--- config.mk ---
export PLATFORM = sky130hd
export DESIGN_NAME = linked_list_queue_manager
export DESIGN_NICKNAME = d
export VERILOG_FILES = /design/src/llq_pkg.sv /design/src/llq_ctrl.sv /design/src/llq_dp.sv /design/src/linked_list_queue_manager.sv
export SDC_FILE = /design/constraint.sdc
export NUM_CORES = 1
export LEC_CHECK = 0
export ABC_AREA = 0
export BUFFER_PORTS_ARGS = -buffer_cell sky130_fd_sc_hd__buf_2
export CAP_MARGIN = 20
export CORE_UTILIZATION = 60
export CTS_CLUSTER_SIZE = 14
export DETAILED_ROUTE_END_ITERATION = 10
export PLACE_DENSITY = 0.77
export RECOVER_POWER = 100
export SLEW_MARGIN = 20
export SYNTH_ARGS = -nofsm -noshare
export SYNTH_HDL_FRONTEND = slang
export SYNTH_SLANG_ARGS = --single-unit
--- constraint.sdc ---
create_clock -name clk -period 8.4 [get_ports clk]
set_input_delay 0.42 -clock clk [delete_from_list [all_inputs] [get_ports clk]]
set_output_delay 0.42 -clock clk [all_outputs]
set_load 0.02 [all_outputs]
--- src/llq_pkg.sv ---
// Shared types and constants for the linked-list queue manager.
// Depends on nothing; every other file in src uses it by scoped names.
`timescale 1ns / 1ps

package llq_pkg;

  localparam int POOL_NODES = 16;
  localparam int NODE_W     = $clog2(POOL_NODES);
  localparam int LINK_W     = NODE_W + 1;
  localparam int DATA_WIDTH = 32;
  localparam int LEN_W      = 8;
  localparam int ENT_W      = 5;
  localparam int CFG_IDX_W  = 1;
  localparam int CFG_DATA_W = 8;
  localparam int OPC_W      = 3;
  localparam int STAT_W     = 2;

  localparam logic [LEN_W-1:0] MAX_LENGTH_RST = LEN_W'(4);

  typedef logic [LINK_W-1:0] link_t;

  // null link sits one past the last node
  localparam link_t NIL = link_t'(POOL_NODES);

  typedef enum logic [OPC_W-1:0] {
    OP_APPEND        = 3'd0,
    OP_REMOVE_OLDEST = 3'd1,
    OP_REMOVE_HANDLE = 3'd2,
    OP_READ_POS      = 3'd3,
    OP_CLEAR         = 3'd4
  } op_t;

  typedef enum logic [STAT_W-1:0] {
    STAT_OK    = 2'd0,
    STAT_FULL  = 2'd1,
    STAT_EMPTY = 2'd2,
    STAT_BAD   = 2'd3
  } stat_t;

  typedef enum logic [CFG_IDX_W-1:0] {
    CFG_MAX_ENTRIES = 1'b0,
    CFG_MAX_LENGTH  = 1'b1
  } cfg_idx_t;

  typedef enum logic [3:0] {
    DP_IDLE,
    DP_CHECK,
    DP_APP_TAKE,
    DP_APP_LINK,
    DP_REL_UNLINK,
    DP_REL_FREE,
    DP_SEL_OLDEST,
    DP_WALK_STEP,
    DP_WALK_END,
    DP_EMIT
  } dp_op_t;

  typedef enum logic [3:0] {
    S_IDLE,
    S_CHECK,
    S_APP_TAKE,
    S_APP_LINK,
    S_REL_UNLINK,
    S_REL_FREE,
    S_CLR_CHK,
    S_WALK,
    S_FINISH
  } state_t;

  typedef struct packed {
    logic   load;
    dp_op_t op;
  } ctl_cmd_t;

  typedef struct packed {
    op_t  opcode;
    logic chk_ok;
    logic walk_done;
    logic list_empty;
    logic out_stall;
  } dp_stat_t;

  function automatic logic is_nil(link_t l);
    return l >= NIL;
  endfunction

endpackage

--- src/llq_ctrl.sv ---
// Sequencer for the linked-list queue manager: steps each word through its micro-ops.
// Depends on llq_pkg; drives llq_dp through ctl_cmd_t and reads back dp_stat_t.
`timescale 1ns / 1ps

module llq_ctrl (
  input  logic              clk,
  input  logic              rst_n,
  input  logic              in_valid,
  output logic              in_ready,
  input  llq_pkg::dp_stat_t stat,
  output llq_pkg::ctl_cmd_t cmd
);

  llq_pkg::state_t state_r;
  llq_pkg::state_t state_nxt;

  always_ff @(posedge clk) begin
    if (!rst_n) begin
      state_r <= llq_pkg::S_IDLE;
    end else begin
      state_r <= state_nxt;
    end
  end

  always_comb begin
    state_nxt = state_r;
    unique case (state_r)
      llq_pkg::S_IDLE: begin
        if (in_valid) state_nxt = llq_pkg::S_CHECK;
      end
      llq_pkg::S_CHECK: begin
        if (!stat.chk_ok) begin
          state_nxt = llq_pkg::S_FINISH;
        end else begin
          case (stat.opcode)
            llq_pkg::OP_APPEND:        state_nxt = llq_pkg::S_APP_TAKE;
            llq_pkg::OP_REMOVE_OLDEST: state_nxt = llq_pkg::S_REL_UNLINK;
            llq_pkg::OP_REMOVE_HANDLE: state_nxt = llq_pkg::S_REL_UNLINK;
            llq_pkg::OP_READ_POS:      state_nxt = llq_pkg::S_WALK;
            llq_pkg::OP_CLEAR:         state_nxt = llq_pkg::S_CLR_CHK;
            default:                   state_nxt = llq_pkg::S_FINISH;
          endcase
        end
      end
      llq_pkg::S_APP_TAKE:   state_nxt = llq_pkg::S_APP_LINK;
      llq_pkg::S_APP_LINK:   state_nxt = llq_pkg::S_FINISH;
      llq_pkg::S_REL_UNLINK: state_nxt = llq_pkg::S_REL_FREE;
      llq_pkg::S_REL_FREE: begin
        state_nxt = (stat.opcode == llq_pkg::OP_CLEAR) ? llq_pkg::S_CLR_CHK
                                                       : llq_pkg::S_FINISH;
      end
      llq_pkg::S_CLR_CHK: begin
        state_nxt = stat.list_empty ? llq_pkg::S_FINISH : llq_pkg::S_REL_UNLINK;
      end
      llq_pkg::S_WALK: begin
        if (stat.walk_done) state_nxt = llq_pkg::S_FINISH;
      end
      llq_pkg::S_FINISH: begin
        if (!stat.out_stall) state_nxt = llq_pkg::S_IDLE;
      end
      default: state_nxt = llq_pkg::S_IDLE;
    endcase
  end

  always_comb begin
    in_ready = (state_r == llq_pkg::S_IDLE);
    cmd.load = (state_r == llq_pkg::S_IDLE) && in_valid;
    unique case (state_r)
      llq_pkg::S_IDLE:       cmd.op = llq_pkg::DP_IDLE;
      llq_pkg::S_CHECK:      cmd.op = llq_pkg::DP_CHECK;
      llq_pkg::S_APP_TAKE:   cmd.op = llq_pkg::DP_APP_TAKE;
      llq_pkg::S_APP_LINK:   cmd.op = llq_pkg::DP_APP_LINK;
      llq_pkg::S_REL_UNLINK: cmd.op = llq_pkg::DP_REL_UNLINK;
      llq_pkg::S_REL_FREE:   cmd.op = llq_pkg::DP_REL_FREE;
      llq_pkg::S_CLR_CHK: begin
        cmd.op = stat.list_empty ? llq_pkg::DP_IDLE : llq_pkg::DP_SEL_OLDEST;
      end
      llq_pkg::S_WALK: begin
        cmd.op = stat.walk_done ? llq_pkg::DP_WALK_END : llq_pkg::DP_WALK_STEP;
      end
      llq_pkg::S_FINISH: begin
        cmd.op = stat.out_stall ? llq_pkg::DP_IDLE : llq_pkg::DP_EMIT;
      end
      default: cmd.op = llq_pkg::DP_IDLE;
    endcase
  end

endmodule

--- src/llq_dp.sv ---
// Datapath of the linked-list queue manager: link arrays, free list, record memory,
// config registers and the output register. Depends on llq_pkg; driven by llq_ctrl.
`timescale 1ns / 1ps

module llq_dp (
  input  logic                              clk,
  input  logic                              rst_n,
  input  llq_pkg::ctl_cmd_t                 cmd,
  output llq_pkg::dp_stat_t                 stat,
  input  logic [llq_pkg::OPC_W-1:0]         in_opcode,
  input  logic [llq_pkg::DATA_WIDTH-1:0]    in_record_data,
  input  logic [llq_pkg::LEN_W-1:0]         in_record_length,
  input  logic [llq_pkg::NODE_W-1:0]        in_node_handle,
  input  logic [llq_pkg::NODE_W-1:0]        in_position,
  input  logic                              cfg_we,
  input  logic [llq_pkg::CFG_IDX_W-1:0]     cfg_index,
  input  logic [llq_pkg::CFG_DATA_W-1:0]    cfg_wdata,
  input  logic                              out_ready,
  output logic                              out_valid,
  output logic [llq_pkg::STAT_W-1:0]        out_status,
  output logic [llq_pkg::NODE_W-1:0]        out_handle,
  output logic [llq_pkg::DATA_WIDTH-1:0]    out_data,
  output logic [llq_pkg::LEN_W-1:0]         out_length,
  output logic [llq_pkg::LINK_W-1:0]        out_live_count,
  output logic                              out_is_empty,
  output logic                              out_is_full
);

  // latched word
  llq_pkg::op_t                     op_r;
  logic [llq_pkg::DATA_WIDTH-1:0]   data_r;
  logic [llq_pkg::LEN_W-1:0]        len_r;
  logic [llq_pkg::NODE_W-1:0]       handle_r;
  logic [llq_pkg::NODE_W-1:0]       pos_r;

  // list state
  llq_pkg::link_t                   next_link_r [llq_pkg::POOL_NODES];
  llq_pkg::link_t                   prev_link_r [llq_pkg::POOL_NODES];
  logic [llq_pkg::POOL_NODES-1:0]   busy_r;
  llq_pkg::link_t                   oldest_r;
  llq_pkg::link_t                   newest_r;
  llq_pkg::link_t                   free_top_r;
  logic [llq_pkg::LINK_W-1:0]       count_r;

  // walk cursor and pending result
  llq_pkg::link_t                   cur_r;
  logic [llq_pkg::NODE_W-1:0]       idx_r;
  llq_pkg::stat_t                   res_status_r;
  logic [llq_pkg::NODE_W-1:0]       res_handle_r;

  // record memory
  logic [llq_pkg::DATA_WIDTH-1:0]   payload_mem [llq_pkg::POOL_NODES];
  logic [llq_pkg::LEN_W-1:0]        length_mem  [llq_pkg::POOL_NODES];
  logic [llq_pkg::DATA_WIDTH-1:0]   rd_data_r;
  logic [llq_pkg::LEN_W-1:0]        rd_len_r;

  // config
  logic [llq_pkg::ENT_W-1:0]        max_entries_r;
  logic [llq_pkg::LEN_W-1:0]        max_length_r;

  // output register
  logic                             out_valid_r;
  llq_pkg::stat_t                   out_status_r;
  logic [llq_pkg::NODE_W-1:0]       out_handle_r;
  logic [llq_pkg::DATA_WIDTH-1:0]   out_data_r;
  logic [llq_pkg::LEN_W-1:0]        out_length_r;
  logic [llq_pkg::LINK_W-1:0]       out_count_r;
  logic                             out_empty_r;
  logic                             out_full_r;

  // combinational
  logic [llq_pkg::NODE_W-1:0]       cur_idx;
  llq_pkg::link_t                   cur_older;
  llq_pkg::link_t                   cur_newer;
  logic [llq_pkg::LINK_W-1:0]       cap;
  llq_pkg::stat_t                   chk_status;
  logic                             walk_done;
  logic                             read_ok;
  logic                             nl_we;
  logic [llq_pkg::NODE_W-1:0]       nl_addr;
  llq_pkg::link_t                   nl_data;
  logic                             pl_we;
  logic [llq_pkg::NODE_W-1:0]       pl_addr;
  llq_pkg::link_t                   pl_data;

  assign cur_idx   = cur_r[llq_pkg::NODE_W-1:0];
  assign cur_older = prev_link_r[cur_idx];
  assign cur_newer = next_link_r[cur_idx];
  assign walk_done = (idx_r == pos_r) || llq_pkg::is_nil(cur_r);
  assign read_ok   = (op_r == llq_pkg::OP_READ_POS) && (res_status_r == llq_pkg::STAT_OK);

  always_comb begin
    if ((max_entries_r == '0) ||
        (llq_pkg::LINK_W'(max_entries_r) > llq_pkg::LINK_W'(llq_pkg::POOL_NODES))) begin
      cap = llq_pkg::LINK_W'(llq_pkg::POOL_NODES);
    end else begin
      cap = llq_pkg::LINK_W'(max_entries_r);
    end
  end

  always_comb begin
    chk_status = llq_pkg::STAT_OK;
    case (op_r)
      llq_pkg::OP_APPEND: begin
        if ((count_r >= cap) || llq_pkg::is_nil(free_top_r)) begin
          chk_status = llq_pkg::STAT_FULL;
        end else if (len_r > max_length_r) begin
          chk_status = llq_pkg::STAT_BAD;
        end
      end
      llq_pkg::OP_REMOVE_OLDEST: begin
        if ((count_r == '0) || llq_pkg::is_nil(oldest_r)) chk_status = llq_pkg::STAT_EMPTY;
      end
      llq_pkg::OP_REMOVE_HANDLE: begin
        if (count_r == '0) begin
          chk_status = llq_pkg::STAT_EMPTY;
        end else if (!busy_r[handle_r]) begin
          chk_status = llq_pkg::STAT_BAD;
        end
      end
      llq_pkg::OP_READ_POS: begin
        if (count_r == '0) begin
          chk_status = llq_pkg::STAT_EMPTY;
        end else if (llq_pkg::LINK_W'(pos_r) >= count_r) begin
          chk_status = llq_pkg::STAT_BAD;
        end
      end
      default: chk_status = llq_pkg::STAT_OK;
    endcase
  end

  always_comb begin
    stat.opcode     = op_r;
    stat.chk_ok     = (chk_status == llq_pkg::STAT_OK);
    stat.walk_done  = walk_done;
    stat.list_empty = llq_pkg::is_nil(oldest_r);
    stat.out_stall  = out_valid_r && !out_ready;
  end

  // one write per link array per cycle
  always_comb begin
    nl_we   = 1'b0;
    nl_addr = cur_idx;
    nl_data = llq_pkg::NIL;
    pl_we   = 1'b0;
    pl_addr = cur_idx;
    pl_data = llq_pkg::NIL;
    case (cmd.op)
      llq_pkg::DP_APP_TAKE: begin
        nl_we   = 1'b1;
        pl_we   = 1'b1;
        pl_data = newest_r;
      end
      llq_pkg::DP_APP_LINK: begin
        nl_we   = !llq_pkg::is_nil(newest_r);
        nl_addr = newest_r[llq_pkg::NODE_W-1:0];
        nl_data = cur_r;
      end
      llq_pkg::DP_REL_UNLINK: begin
        nl_we   = !llq_pkg::is_nil(cur_older);
        nl_addr = cur_older[llq_pkg::NODE_W-1:0];
        nl_data = cur_newer;
        pl_we   = !llq_pkg::is_nil(cur_newer);
        pl_addr = cur_newer[llq_pkg::NODE_W-1:0];
        pl_data = cur_older;
      end
      llq_pkg::DP_REL_FREE: begin
        nl_we   = 1'b1;
        nl_data = free_top_r;
        pl_we   = 1'b1;
      end
      default: begin
        nl_we = 1'b0;
        pl_we = 1'b0;
      end
    endcase
  end

  always_ff @(posedge clk) begin
    if (!rst_n) begin
      for (int i = 0; i < llq_pkg::POOL_NODES; i++) begin
        next_link_r[i] <= llq_pkg::link_t'(i + 1);
        prev_link_r[i] <= llq_pkg::NIL;
      end
    end else begin
      if (nl_we) next_link_r[nl_addr] <= nl_data;
      if (pl_we) prev_link_r[pl_addr] <= pl_data;
    end
  end

  always_ff @(posedge clk) begin
    if (!rst_n) begin
      busy_r     <= '0;
      oldest_r   <= llq_pkg::NIL;
      newest_r   <= llq_pkg::NIL;
      free_top_r <= '0;
      count_r    <= '0;
    end else begin
      case (cmd.op)
        llq_pkg::DP_APP_TAKE: begin
          busy_r[cur_idx] <= 1'b1;
          free_top_r      <= cur_newer;
        end
        llq_pkg::DP_APP_LINK: begin
          if (llq_pkg::is_nil(newest_r)) oldest_r <= cur_r;
          newest_r <= cur_r;
          count_r  <= count_r + 1'b1;
        end
        llq_pkg::DP_REL_UNLINK: begin
          if (llq_pkg::is_nil(cur_older)) oldest_r <= cur_newer;
          if (llq_pkg::is_nil(cur_newer)) newest_r <= cur_older;
        end
        llq_pkg::DP_REL_FREE: begin
          busy_r[cur_idx] <= 1'b0;
          free_top_r      <= cur_r;
          if (count_r != '0) count_r <= count_r - 1'b1;
        end
        default: begin
          busy_r <= busy_r;
        end
      endcase
    end
  end

  always_ff @(posedge clk) begin
    if (!rst_n) begin
      max_entries_r <= '0;
      max_length_r  <= llq_pkg::MAX_LENGTH_RST;
    end else if (cfg_we) begin
      unique case (llq_pkg::cfg_idx_t'(cfg_index))
        llq_pkg::CFG_MAX_ENTRIES: max_entries_r <= cfg_wdata[llq_pkg::ENT_W-1:0];
        llq_pkg::CFG_MAX_LENGTH:  max_length_r  <= cfg_wdata[llq_pkg::LEN_W-1:0];
      endcase
    end
  end

  always_ff @(posedge clk) begin
    if (cmd.op == llq_pkg::DP_APP_TAKE) begin
      payload_mem[cur_idx] <= data_r;
      length_mem[cur_idx]  <= len_r;
    end
    rd_data_r <= payload_mem[cur_idx];
    rd_len_r  <= length_mem[cur_idx];
  end

  always_ff @(posedge clk) begin
    if (cmd.load) begin
      op_r     <= llq_pkg::op_t'(in_opcode);
      data_r   <= in_record_data;
      len_r    <= in_record_length;
      handle_r <= in_node_handle;
      pos_r    <= in_position;
    end
    case (cmd.op)
      llq_pkg::DP_CHECK: begin
        res_status_r <= chk_status;
        res_handle_r <= '0;
        idx_r        <= '0;
        if (op_r == llq_pkg::OP_APPEND) begin
          cur_r <= free_top_r;
        end else if (op_r == llq_pkg::OP_REMOVE_HANDLE) begin
          cur_r <= llq_pkg::link_t'(handle_r);
        end else begin
          cur_r <= oldest_r;
        end
      end
      llq_pkg::DP_APP_TAKE: res_handle_r <= cur_idx;
      llq_pkg::DP_SEL_OLDEST: cur_r <= oldest_r;
      llq_pkg::DP_WALK_STEP: begin
        cur_r <= cur_newer;
        idx_r <= idx_r + 1'b1;
      end
      llq_pkg::DP_WALK_END: begin
        if (llq_pkg::is_nil(cur_r)) begin
          res_status_r <= llq_pkg::STAT_BAD;
        end else begin
          res_handle_r <= cur_idx;
        end
      end
      llq_pkg::DP_EMIT: begin
        out_status_r <= res_status_r;
        out_handle_r <= res_handle_r;
        out_data_r   <= read_ok ? rd_data_r : '0;
        out_length_r <= read_ok ? rd_len_r : '0;
        out_count_r  <= count_r;
        out_empty_r  <= (count_r == '0);
        out_full_r   <= (count_r >= cap);
      end
      default: begin
        idx_r <= idx_r;
      end
    endcase
  end

  always_ff @(posedge clk) begin
    if (!rst_n) begin
      out_valid_r <= 1'b0;
    end else if (cmd.op == llq_pkg::DP_EMIT) begin
      out_valid_r <= 1'b1;
    end else if (out_ready) begin
      out_valid_r <= 1'b0;
    end
  end

  assign out_valid      = out_valid_r;
  assign out_status     = out_status_r;
  assign out_handle     = out_handle_r;
  assign out_data       = out_data_r;
  assign out_length     = out_length_r;
  assign out_live_count = out_count_r;
  assign out_is_empty   = out_empty_r;
  assign out_is_full    = out_full_r;

endmodule

--- src/linked_list_queue_manager.sv ---
// Top level of the linked-list queue manager: sequencer plus datapath.
// Depends on llq_pkg, llq_ctrl and llq_dp.
//
//   channel | ports                                           | handshake
//   --------+-------------------------------------------------+-------------------
//   input   | in_opcode, in_record_data, in_record_length,    | in_valid/in_ready
//           | in_node_handle, in_position                     |
//   result  | out_status, out_handle, out_data, out_length,   | out_valid/out_ready
//           | out_live_count, out_is_empty, out_is_full       |
//   config  | cfg_index, cfg_wdata                            | cfg_we, no stall
//
// A word is taken only while the sequencer is idle. A rejected or unused opcode goes from
// check to finish; append takes then links a node, both removes unlink then free one, a
// read walks to its position and a clear removes each entry in turn; the link arrays take
// one write per cycle. Reset is synchronous and restores the link chain and free list.
// A held result stalls only the finish step; the next word is taken after it leaves.
`timescale 1ns / 1ps

module linked_list_queue_manager (
  input  logic                              clk,
  input  logic                              rst_n,
  input  logic                              in_valid,
  output logic                              in_ready,
  input  logic [llq_pkg::OPC_W-1:0]         in_opcode,
  input  logic [llq_pkg::DATA_WIDTH-1:0]    in_record_data,
  input  logic [llq_pkg::LEN_W-1:0]         in_record_length,
  input  logic [llq_pkg::NODE_W-1:0]        in_node_handle,
  input  logic [llq_pkg::NODE_W-1:0]        in_position,
  output logic                              out_valid,
  input  logic                              out_ready,
  output logic [llq_pkg::STAT_W-1:0]        out_status,
  output logic [llq_pkg::NODE_W-1:0]        out_handle,
  output logic [llq_pkg::DATA_WIDTH-1:0]    out_data,
  output logic [llq_pkg::LEN_W-1:0]         out_length,
  output logic [llq_pkg::LINK_W-1:0]        out_live_count,
  output logic                              out_is_empty,
  output logic                              out_is_full,
  input  logic                              cfg_we,
  input  logic [llq_pkg::CFG_IDX_W-1:0]     cfg_index,
  input  logic [llq_pkg::CFG_DATA_W-1:0]    cfg_wdata
);

  llq_pkg::ctl_cmd_t cmd;
  llq_pkg::dp_stat_t stat;

  llq_ctrl u_ctrl (
    .clk      (clk),
    .rst_n    (rst_n),
    .in_valid (in_valid),
    .in_ready (in_ready),
    .stat     (stat),
    .cmd      (cmd)
  );

  llq_dp u_dp (
    .clk              (clk),
    .rst_n            (rst_n),
    .cmd              (cmd),
    .stat             (stat),
    .in_opcode        (in_opcode),
    .in_record_data   (in_record_data),
    .in_record_length (in_record_length),
    .in_node_handle   (in_node_handle),
    .in_position      (in_position),
    .cfg_we           (cfg_we),
    .cfg_index        (cfg_index),
    .cfg_wdata        (cfg_wdata),
    .out_ready        (out_ready),
    .out_valid        (out_valid),
    .out_status       (out_status),
    .out_handle       (out_handle),
    .out_data         (out_data),
    .out_length       (out_length),
    .out_live_count   (out_live_count),
    .out_is_empty     (out_is_empty),
    .out_is_full      (out_is_full)
  );

endmodule

# Word-level counts from Yosys, hierarchy flattened

Memory sizes are Yosys's and may differ from the RTL's. A register that Yosys moved wholly into a read port is not among the register bits.
Index checks and enable logic that the tools add are counted.

Register bits after elaboration: 173
Memory bits (writable): 800
Bits of input ports: 65
Output and inout port bits: 55
Logic and storage cells: 186
Memories: 4

Memories:

| name             | depth | bits a word | read ports | clocked after memory_dff | wr ports | line         | RTL |
|---|---|---|---|---|---|---|---|
| u_dp.payload_mem | 16    | 32          | 1          | 1                        | 1        | llq_dp.sv:52 | `logic [llq_pkg::DATA_WIDTH-1:0] payload_mem [llq_pkg::POOL_NODES];` |
| u_dp.length_mem  | 16    | 8           | 1          | 1                        | 1        | llq_dp.sv:53 | `logic [llq_pkg::LEN_W-1:0] length_mem [llq_pkg::POOL_NODES];` |
| u_dp.next_link_r | 16    | 5           | 1          | 1                        | 16       | llq_dp.sv:37 | `llq_pkg::link_t next_link_r [llq_pkg::POOL_NODES];` |
| u_dp.prev_link_r | 16    | 5           | 1          | 1                        | 16       | llq_dp.sv:38 | `llq_pkg::link_t prev_link_r [llq_pkg::POOL_NODES];` |

Add/subtract/negate cells: 3
Magnitude comparators: 13
Equal/unequal tests: 31
Mux-type cells: 67
Bitwise operators: 4
Reductions and logical operators: 39

Operators with widths:

| operator           | number |
|---|---|
| $mux 4             | 14 |
| $pmux 5 s2         | 5 |
| $mux 5             | 9 |
| $pmux 4 s9         | 1 |
| $eq 4x3->1 const B | 8 |
| $pmux 16 s2        | 1 |
| $pmux 4 s8         | 1 |
| $ge 5x5->1 const B | 6 |
| $pmux 5 s3         | 2 |
| $and 16x16->16     | 1 |
| $eq 4x2->1 const B | 4 |
| $mux 2             | 8 |
| $not 16->16        | 1 |
| $or 16x16->16      | 1 |
| $pmux 4 s2         | 2 |
| $pmux 4 s4         | 1 |
| $mux 1             | 15 |
| $eq 4x4->1 const B | 3 |
| $ne 2x1->1 const B | 6 |
| $pmux 4 s3         | 1 |
| $reduce_and 2->1   | 6 |
| $reduce_bool 2->1  | 6 |
| $logic_not 5->1    | 2 |
| $lt 4x5->1 const B | 2 |
| 33 further kinds   | 51 |

# Longest topological paths before layout

Depth in word-level cells: 12
Mapped depth: 12
Gate-level depth less buffers: 11

# Modules after synthesis

A second synthesis with hierarchy kept.

Cells, all modules: 2207
Area total of the unflattened synthesis: 40597.7 um^2

Modules (own cells, without submodules):

| module   | times used | cells an instance | area an instance (um^2) | sequential area each (um^2) |
|---|---|---|---|---|
| llq_dp   | 1          | 2144              | 40114.7                 | 29478.3 |
| llq_ctrl | 1          | 63                | 483.0                   | 80.1 |

# Worst setup path before layout

No wires, ideal clock.

Path kind: register -> register
Start: register u_dp.cur_r[0]
End: register (tool-made name)
Library setup time: 65 ps
Arrival: 4015 ps
Data required time: 8335 ps
Slack: 4319 ps
Stages on the path, launching flop included: 8
Buffers on the path: 4
Period minus slack after synthesis: 4081 ps
Path through: edfxtp_1 > clkbuf_1 > clkbuf_1 > buf_1 > clkbuf_1 > nand3_1 > nor2_1 > o221a_2

RTL lines:

| element                | line          | RTL |
|---|---|---|
| from (decl)            | llq_dp.sv:46  | `llq_pkg::link_t cur_r;` |
| from (signal assigned) | llq_dp.sv:260 | `cur_r <= free_top_r;` |
| from (signal assigned) | llq_dp.sv:262 | `cur_r <= llq_pkg::link_t'(handle_r);` |
| from (signal assigned) | llq_dp.sv:264 | `cur_r <= oldest_r;` |

==> results.txt <==
----------------------------------------------------
[Power and ir drop]
  Peak ir drop on the vdd network ... 0.000252 V
  LEAKAGE ... 14.7 nW
  Power per cell area ... 262 nW/um2

[Worst setup path]
  Critical Path RT ... 8.45 ns
  Number of cells traversed by the worst register-to-register path ... 4
  Setup crit end kind ... register
  Endpoint arrival time on the critical path ... 6.26 ns
  Setup Crit Path Kind ... register to register
  CP startpoint kind ... register
  Maximum net fanout on the critical path ... 38

[STA]
  Hold violation total from the final report ... 0
  Number of pins exceeding their max-slew limit in the final report ... 1018
  Tightest Pin Transition ... 4.34 ns
  Accumulated negative setup slack ... 0 ns
  Setup repair after global routing missed its margin ... no
  Final setup fails ... 0
  Max Fclk ... 161 MHz
  Worst clock skew ... 0.0635 ns
  Min Hold Slack ... 0.0321 ns
  Period Utilization, post-route ... 74.0%
  Worst-case headroom to the max-slew limit ... -189%
  Final period demand of the worst path ... 6.21 ns

[Clock network]
  Clk Latency, worst-skew pair ... 0.67 ns
  Clock transition at path regs ... 0.06 ns
  Number of buffers inserted during clock tree synthesis ... 98
  Post-CTS setup buffer count ... 0
  Number of buffers on the longest clock path ... 3
  Htree depth ... 3
  Root Buffer Master ... sky130_fd_sc_hd__clkbuf_16
  Number of clock sinks ... 1017
  Clock tree from TritonCTS ... done

[Outcome]
  Status ... finished with violations
  Violations in the final reports ... design-rule violations, max-capacitance violations, max-slew violations

[Yosys]
  Post-synth net total ... 2276
  Number of synthesis warnings ... 0
  Number of enable flip-flop cells after synthesis ... 919
  Number of distinct standard cells referenced by the synthesized netlist ... 68
  Synth Area per Inst ... 18.4 um2
  Gate count of the mapped netlist ... 2188
  Proportion of synthesized chip area in sequential cells ... 73.5%
  Post-Synthesis Cell Area ... 40200 um2
  Register bit count reported by yosys ... 1017
  Most instantiated flip-flop cell in the synthesis netlist ... sky130_fd_sc_hd__edfxtp_1
  Fraction of registers with async set/reset ... 0%

[Floorplanning]
  Die Y ... 261 um
  Effective utilization at floorplan ... 60.9%
  Placeable Area ... 66000 um2
  Standard-cell row count ... 94
  Die area ... 68000 um2
  Die width ... 261 um
  Number of ports placed on the die boundary ... 120

[Finish]
  Synth-to-layout area growth ... 13.1%
  Total inserted antenna cells ... 0
  Fraction of final layout cells sized beyond drive strength 1 ... 19.6%
  Most common cell after layout, fill and taps aside ... sky130_fd_sc_hd__edfxtp_1
  Leading cell types in the layout, fill and taps excluded ... sky130_fd_sc_hd__edfxtp_1 (919), sky130_fd_sc_hd__mux4_2 (224), sky130_fd_sc_hd__clkbuf_1 (120)
  Non-filler cells in the finished layout ... 3323
  Total Nets Final ... 2463

[Placed design]
  Count of input and output buffers ... 119
  Placed Instances ... 3088
  DP Wirelength ... 52400 um
  Final RePlAce weighted congestion ... 0.935

[Run]
  Max Cap Violations ... 24

[Detailed routing]
  Remaining routing DRC violations ... 3
  DR vias/cell ... 6.63
  Aggregate routed wire length ... 98800 um
  DRC marker count from the first detailed-route iteration ... 3108
  Via count of the routed design ... 22000
  Count of TritonRoute iterations in the first routing pass ... 8
  Routed len/inst ... 29.7 um
  Remaining number of nets flagged by the antenna check after routing ... 0

[Min path]
  Type of the worst min-delay path ... input pin to register
  Number of cells on the worst hold path ... 3

[GRT]
  Initial antenna violation count ... 2
  Number of global-route vias before repair ... 22500
  Largest net degree at the start of global routing ... 100
  GR Overflow Total ... 0
  Global-route wire length before repair ... 145000 um
  Total global routing track utilization ... 29.7%

----------------------------------------------------
## cell families after synthesis
family	count (synthesis)	synth area share (%)
compound gates	197	3.47
buf+inv	149	1.53
flops	1017	73.5
xor+xnor	11	0.240
mux	285	14.1
simple gates	506	6.38
fa+ha+maj	23	0.735
## per-stage QoR
stage	util (%)	cell area (um2)	setup WS, ns	total power, mW
5_1_grt	68.9	45500	1.83	12.2
3_3_place_gp	63.4	41800	4.02	7.28
4_1_cts	69.3	45700	3.82	11.9
3_5_place_dp	63.4	41800	3.83	7.33
2_1_floorplan	-	40200	4.32	6.91
6_report	68.9	45500	2.19	11.9
## worst paths after layout
path                            slack, ns                  from                      to
worst max-delay path                 2.19         u_dp.cur_r[3]  u_dp.prev_link_r[5][3]
worst min-delay path                 0.03          cfg_wdata[5]    u_dp.max_length_r[5]
worst max register to register       2.19         u_dp.cur_r[3]  u_dp.prev_link_r[5][3]
worst min register to register       0.42  u_dp.res_handle_r[3]      u_dp.out_handle[3]
## layer usage
metal / track usage (%) / wire (um)
met1: 40.5 / 37200
met4: 10.7 / 2850
met2: 49.1 / 50200
met5: 0 / 0
met3: 4.66 / 8570
## area by class of cell
cell class | count | area, um2
sequential | 1017 | 29600
fill | 4104 | 20500
multi-input combinational | 1022 | 10100
clock buffer | 143 | 2810
timing repair buffer | 210 | 1230
tap | 864 | 1080
clock inverter | 41 | 588
inverter | 26 | 97.6
## critical path: stages (launching register included)
cell,delay [ns]
sky130_fd_sc_hd__edfxtp_1,0.81
sky130_fd_sc_hd__clkbuf_1,2.59
sky130_fd_sc_hd__a21oi_1,1.01
sky130_fd_sc_hd__nand2_1,0.74
sky130_fd_sc_hd__o21ai_0,0.44
## what timing repair did
action / CTS / global route
hold endpoints to repair: 51 / 0
hold buffers: 51 / 0
resized for setup: 0 / 0
## cells in the mapped netlist, types with 6 or more instances
master | n | area share [%]
sky130_fd_sc_hd__a21boi_0 | 10 | 0.19
sky130_fd_sc_hd__a21o_1 | 10 | 0.19
sky130_fd_sc_hd__a21oi_1 | 28 | 0.35
sky130_fd_sc_hd__a22oi_1 | 19 | 0.35
sky130_fd_sc_hd__and2_1 | 55 | 0.86
sky130_fd_sc_hd__and3_1 | 23 | 0.36
sky130_fd_sc_hd__buf_1 | 18 | 0.17
sky130_fd_sc_hd__clkbuf_1 | 92 | 0.86
sky130_fd_sc_hd__dfxtp_1 | 98 | 4.9
sky130_fd_sc_hd__edfxtp_1 | 919 | 69
sky130_fd_sc_hd__ha_1 | 22 | 0.68
sky130_fd_sc_hd__inv_1 | 26 | 0.24
sky130_fd_sc_hd__mux2_2 | 10 | 0.28
sky130_fd_sc_hd__mux2i_1 | 50 | 1.2
sky130_fd_sc_hd__mux4_2 | 224 | 13
sky130_fd_sc_hd__nand2_1 | 96 | 0.90
sky130_fd_sc_hd__nand2b_1 | 20 | 0.31
sky130_fd_sc_hd__nand3_1 | 41 | 0.51
sky130_fd_sc_hd__nand3b_1 | 6 | 0.11
sky130_fd_sc_hd__nand4_1 | 6 | 0.093
sky130_fd_sc_hd__nor2_1 | 125 | 1.2
sky130_fd_sc_hd__nor2b_1 | 27 | 0.42
sky130_fd_sc_hd__nor3_1 | 43 | 0.54
sky130_fd_sc_hd__o21a_1 | 8 | 0.15
sky130_fd_sc_hd__o21ai_0 | 53 | 0.66
sky130_fd_sc_hd__o221a_2 | 16 | 0.45
sky130_fd_sc_hd__or2_2 | 6 | 0.093
sky130_fd_sc_hd__or3_1 | 36 | 0.56
sky130_fd_sc_hd__xnor2_1 | 10 | 0.22
## power breakdown
group | internal, mW | switching, mW | total (mW)
combinational | 0.570 | 0.719 | 1.29
clock | 2.71 | 1.91 | 4.62
sequential | 5.78 | 0.209 | 5.99
total | 9.06 | 2.84 | 11.9
## sequential cells by signal, indices dropped and copies added (netlist names), 4 cells and up, named ones only
register,flops
u_dp.payload_mem,512
u_dp.length_mem,128
u_dp.next_link_r,80
u_dp.prev_link_r,80
u_dp.data_r,32
u_dp.out_data,32
u_dp.rd_data_r,32
u_dp.len_r,8
u_dp.max_length_r,8
u_dp.out_length,8
u_dp.rd_len_r,8
u_dp.count_r,5
u_dp.cur_r,5
u_dp.free_top_r,5
u_dp.max_entries_r,5
u_dp.newest_r,5
u_dp.oldest_r,5
u_dp.out_live_count,5
u_ctrl.state_r,4
u_dp.handle_r,4
u_dp.idx_r,4
u_dp.out_handle,4
u_dp.pos_r,4
u_dp.res_handle_r,4
No activity file was read; power rests on OpenSTA's default activity.
